$ cat src/sv/fpm_pkg.sv
`timescale 1ns / 1ps
// Package for the fern posterior engine: sizes, table row type and sequencer states.
// It depends on nothing. Every other file in the project uses it.
package fpm_pkg;

  localparam int MaxFerns   = 8;
  localparam int Features   = 13;
  localparam int CountBits  = 16;
  localparam int PostBits   = 17;
  localparam int SumBits    = 20;
  localparam int ThrBits    = 17;
  localparam int FcBits     = 4;
  localparam int FernBits   = $clog2(MaxFerns);
  localparam int AddrBits   = FernBits + Features;
  localparam int Depth      = MaxFerns * (2 ** Features);
  localparam int NumBits    = CountBits + 17;
  localparam int DenBits    = CountBits + 1;
  localparam int RemBits    = DenBits + 1;
  localparam int IdxBits    = 1;

  localparam logic [IdxBits-1:0] RegFernCount     = 1'd0;
  localparam logic [IdxBits-1:0] RegFernThreshold = 1'd1;

  typedef struct packed {
    logic [CountBits-1:0] pos;
    logic [CountBits-1:0] neg;
    logic [PostBits-1:0]  post;
  } row_t;

  typedef struct packed {
    logic               start;
    logic [NumBits-1:0] num;
    logic [DenBits-1:0] den;
  } div_req_t;

  typedef struct packed {
    logic                done;
    logic [PostBits-1:0] quot;
  } div_rsp_t;

  typedef enum logic [3:0] {
    S_CLEAR,
    S_IDLE,
    S_ACC,
    S_DECIDE,
    S_T_RD,
    S_T_WAIT,
    S_T_DIV,
    S_T_WR,
    S_DONE
  } state_t;

endpackage

$ cat src/sv/fpm_div.sv
`timescale 1ns / 1ps
// Restoring divider, one quotient bit per cycle, for the posterior ratio.
// It depends on fpm_pkg for widths and the request and response types.
module fpm_div (
  input  logic              clk,
  input  logic              rst,
  input  fpm_pkg::div_req_t req,
  output fpm_pkg::div_rsp_t rsp
);

  localparam int CntBits = $clog2(fpm_pkg::NumBits + 1);

  logic                            busy;
  logic [CntBits-1:0]              cnt;
  logic [fpm_pkg::NumBits-1:0]     num;
  logic [fpm_pkg::DenBits-1:0]     den;
  logic [fpm_pkg::RemBits-1:0]     rem;
  logic [fpm_pkg::PostBits-1:0]    quot;
  logic                            done;
  logic [fpm_pkg::RemBits-1:0]     trial;
  logic                            fits;

  assign trial = {rem[fpm_pkg::RemBits-2:0], num[fpm_pkg::NumBits-1]};
  assign fits  = trial >= {1'b0, den};

  always_ff @(posedge clk) begin
    if (rst) begin
      busy <= 1'b0;
      done <= 1'b0;
      cnt  <= '0;
    end else begin
      done <= 1'b0;
      if (req.start) begin
        busy <= 1'b1;
        cnt  <= CntBits'(fpm_pkg::NumBits);
      end else if (busy) begin
        cnt <= cnt - 1'b1;
        if (cnt == CntBits'(1)) begin
          busy <= 1'b0;
          done <= 1'b1;
        end
      end
    end
  end

  // The ratio never exceeds one in Q1.16, so only the low quotient bits are kept.
  always_ff @(posedge clk) begin
    if (req.start) begin
      num  <= req.num;
      den  <= req.den;
      rem  <= '0;
      quot <= '0;
    end else if (busy) begin
      num  <= {num[fpm_pkg::NumBits-2:0], 1'b0};
      rem  <= fits ? (trial - {1'b0, den}) : trial;
      quot <= {quot[fpm_pkg::PostBits-2:0], fits};
    end
  end

  assign rsp.done = done;
  assign rsp.quot = quot;

endmodule

$ cat config.mk
export PLATFORM = sky130hd
export DESIGN_NAME = fpm_div
export DESIGN_NICKNAME = d
export VERILOG_FILES = /design/src/sv/fpm_pkg.sv /design/src/sv/fpm_div.sv
export SDC_FILE = /design/constraint.sdc
export NUM_CORES = 1
export LEC_CHECK = 0
export BUFFER_PORTS_ARGS = -buffer_cell sky130_fd_sc_hd__buf_2
export CORE_MARGIN = 5
export CORE_UTILIZATION = 45
export CTS_BUF_LIST = sky130_fd_sc_hd__clkbuf_2
export DETAILED_ROUTE_END_ITERATION = 12
export GPL_ROUTABILITY_DRIVEN = 0
export HOLD_SLACK_MARGIN = 0.08
export PLACE_DENSITY = 0.66
export SETUP_SLACK_MARGIN = 0.15
export SYNTH_ARGS = -nofsm -noshare
export SYNTH_HDL_FRONTEND = slang
export SYNTH_SLANG_ARGS = --single-unit
export TNS_END_PERCENT = 10
$ cat constraint.sdc
create_clock -name clk -period 3.3 [get_ports clk]
set_input_delay 0.165 -clock clk [delete_from_list [all_inputs] [get_ports clk]]
set_output_delay 0.165 -clock clk [all_outputs]
set_load 0.01 [all_outputs]
==> results.cfg <==
[synthesis]
ys_warn_count = 0
synth_area_per_cell_um2 = 11.5
synth-main-ff-cell = edfxtp_1
synth.ff_latch_count = 92
synth_cell_types = 57
syn-num-nets = 470
syn_area_mm2 = 0.00455
synth-edff-count = 50
synthArstFlopShare = 0
yosysSeqAreaShare = 0.515
syn_inst = 397

[finish]
instances_no_fill = 652
nets = 587
multi_input_area_mm2 = 0.00202
n_antenna_cell = 0
nFillCells = 852
layout_common_cells = 69 x buf_2, 52 x dlygate4sd3_1, 50 x edfxtp_1
register_area_mm2 = 0.00234
drive_gt1_frac = 0.247
areaGrowthSynthToFinish_pct = 24.6
final_common_cell = buf_2

[detailed_routing]
vias_per_cell = 5.13
first_iter_violations = 174
dr_total_vias = 3348
drt_wl_total_mm = 9.43
final_antenna_net_count = 0
wl_per_cell_um = 14.5
drc_errors = 0
dr.pass1.iters = 4

[clock_tree]
clockBufferDepth = 2
cts_tree = built
clkSlewWorstSetupHoldPaths_ps = 240
cts_resized = 0
htreeDepth = 3
cts.sinks = 92
clkLatencyLatePin_ps = 590
post_cts_buffers = 0
cts_buffers = 9
cts_root_buf = clkbuf_2

[pwr]
power_w = 0.00244
power.density_mw_per_mm2 = 431
ir_worst_vdd_mv = 0.323
p_leak_nw = 2.44

[timing]
hold_viol = 0
fin_tns_setup_ps = 0
skew_ps = 51.7
layout_min_cycle_time_ps = 2830
max-slew-margin-rel = 0.605
slew_viol_final = 0
setup_viol = 0
finalCritPeriodShare = 0.859
fin_ws_ps = 467
clock.fmax_mhz = 353
rsz0062_at_grt = no
tightest_slew_ps = 592

[global_routing]
grtUsageMet1 = 0.199
grt_pass1_wl_mm = 16.2
grt_overflow = 0
met3_usage = 0.0569
grt_use_total = 0.162
grt_pass1_vias = 3447
grt_max_degree = 50
use_met2 = 0.260
grt_most_used_layer = met2
antenna_found_initial = 0

[critical_path]
ff2ff_path_depth = 11
critPathKind = flip-flop to flip-flop
slowest_stage = edfxtp_1
path_cells = inv_1, ha_1, inv_1, fa_1, a21o_1, a221oi_4, o211ai_2, a21oi_4, buf_4, mux2i_1, a211oi_1
arrival_ps = 3320
cpPeakStageDelay_ps = 430
crit_fanout = 14
path_common_cell = inv_1
cp-end-kind = flip-flop
required_ps = 3790
start_kind = flip-flop

[floorplanning]
die-area_mm2 = 0.0122
placementRows = 36
initial_core_util = 0.463
io_pins = 71
core_area_mm2 = 0.00982
die_h_um = 111
chipWidth_um = 111

[placed_design]
dpl.cell_count = 584
hpwlAfterDp_mm = 6.24
port-buffer-count = 70
place_ws_ps = 476

[status]
status = finished clean

[worst_hold_path]
hold_path.class = input port to flip-flop
hold_path_depth = 2

[job]
max_cap_violations = 0
==> synthesized netlist by cell type (3+ instances only) <==
library cell,instances,share of area
xnor2_1,8,0.015
a211oi_1,11,0.018
buf_2,4,0.0044
a21o_1,8,0.013
mux2i_1,25,0.055
nor3_1,6,0.0066
dfxtp_1,42,0.18
a32oi_1,5,0.0096
a311oi_1,3,0.0058
nand4_1,3,0.0041
o31ai_1,5,0.0083
edfxtp_1,50,0.33
a21oi_1,9,0.0099
ha_1,19,0.052
buf_1,3,0.0025
clkbuf_1,12,0.0099
mux2_2,32,0.079
a31oi_1,5,0.0069
o21a_1,3,0.0050
nand2_1,16,0.013
nor2_1,42,0.035
inv_1,23,0.019
o21ai_0,7,0.0077
nand3_1,6,0.0066
xor2_1,9,0.017
==> sequential cells by signal, indices dropped and copies added (netlist names) <==
register	count
cnt	6
quot	17
rem	17
den	17
done	1
num	33
busy	1
==> timing repair <==
action | CTS | global route
endpoints found under the hold margin | 63 | 0
endpoints found under the setup margin | 0 | 0
hold buffers | 52 | 0
==> logic make-up after synthesis <==
logic type      share of synthesized area
fa+ha+maj                          0.0567
simple gates                       0.0982
mux                                 0.134
flops                               0.515
compound gates                      0.123
xor+xnor                           0.0327
buf+inv                            0.0399
==> metal layers <==
metal	wire, µm	vias up
met5	0	-
met4	236	0
met3	584	18
met2	4310	94
met1	4300	1543
li1	-	1693
==> critical path: cells and delay by family, from the launching register on <==
kind / cells / cell delay, ps
AO/OA/AOI/OAI: 5 / 1140
adder cells (fa/ha/maj): 2 / 570
flip-flops: 1 / 430
buffers and inverters: 3 / 390
multiplexers: 1 / 210
==> where the power goes <==
part	total (W)	switching, W	leakage (nW)	internal [W]
combinational	0.000475	0.000243	1.53	0.000231
sequential	0.00134	0.0000369	0.841	0.00130
clock	0.000626	0.000380	0.0735	0.000246
==> layout make-up <==
cell class,instances,share of cell area
multi-input cells,261,0.357
clock inverters,7,0.0157
repair buffers,127,0.161
flip-flops and latches,92,0.414
clock buffers,9,0.00795
well taps,133,0.0294
inverters,23,0.0152
==> metrics by stage <==
stage / hold WS (ps) / utilization / area [µm²]
after floorplan: 264 / - / 4550
after global placement: 341 / 0.510 / 5010
after detailed placement: 344 / 0.510 / 5010
after CTS: 195 / 0.577 / 5670
after global routing: 191 / 0.577 / 5670
final: 268 / 0.577 / 5670
==> final timing paths <==
| path | start | end | slack, ps |
|---|---|---|---|
| setup / recovery | num[32]$_DFFE_PP_ | rem[1]$_SDFFE_PP0P_ | 470 |
| hold / removal | req[14] | den[14]$_DFFE_PP_ | 270 |
| setup reg to reg | num[32]$_DFFE_PP_ | rem[1]$_SDFFE_PP0P_ | 470 |
| hold reg to reg | quot[1]$_SDFFE_PP0P_ | quot[2]$_SDFFE_PP0P_ | 520 |
(Power assumes the default switching activity.)
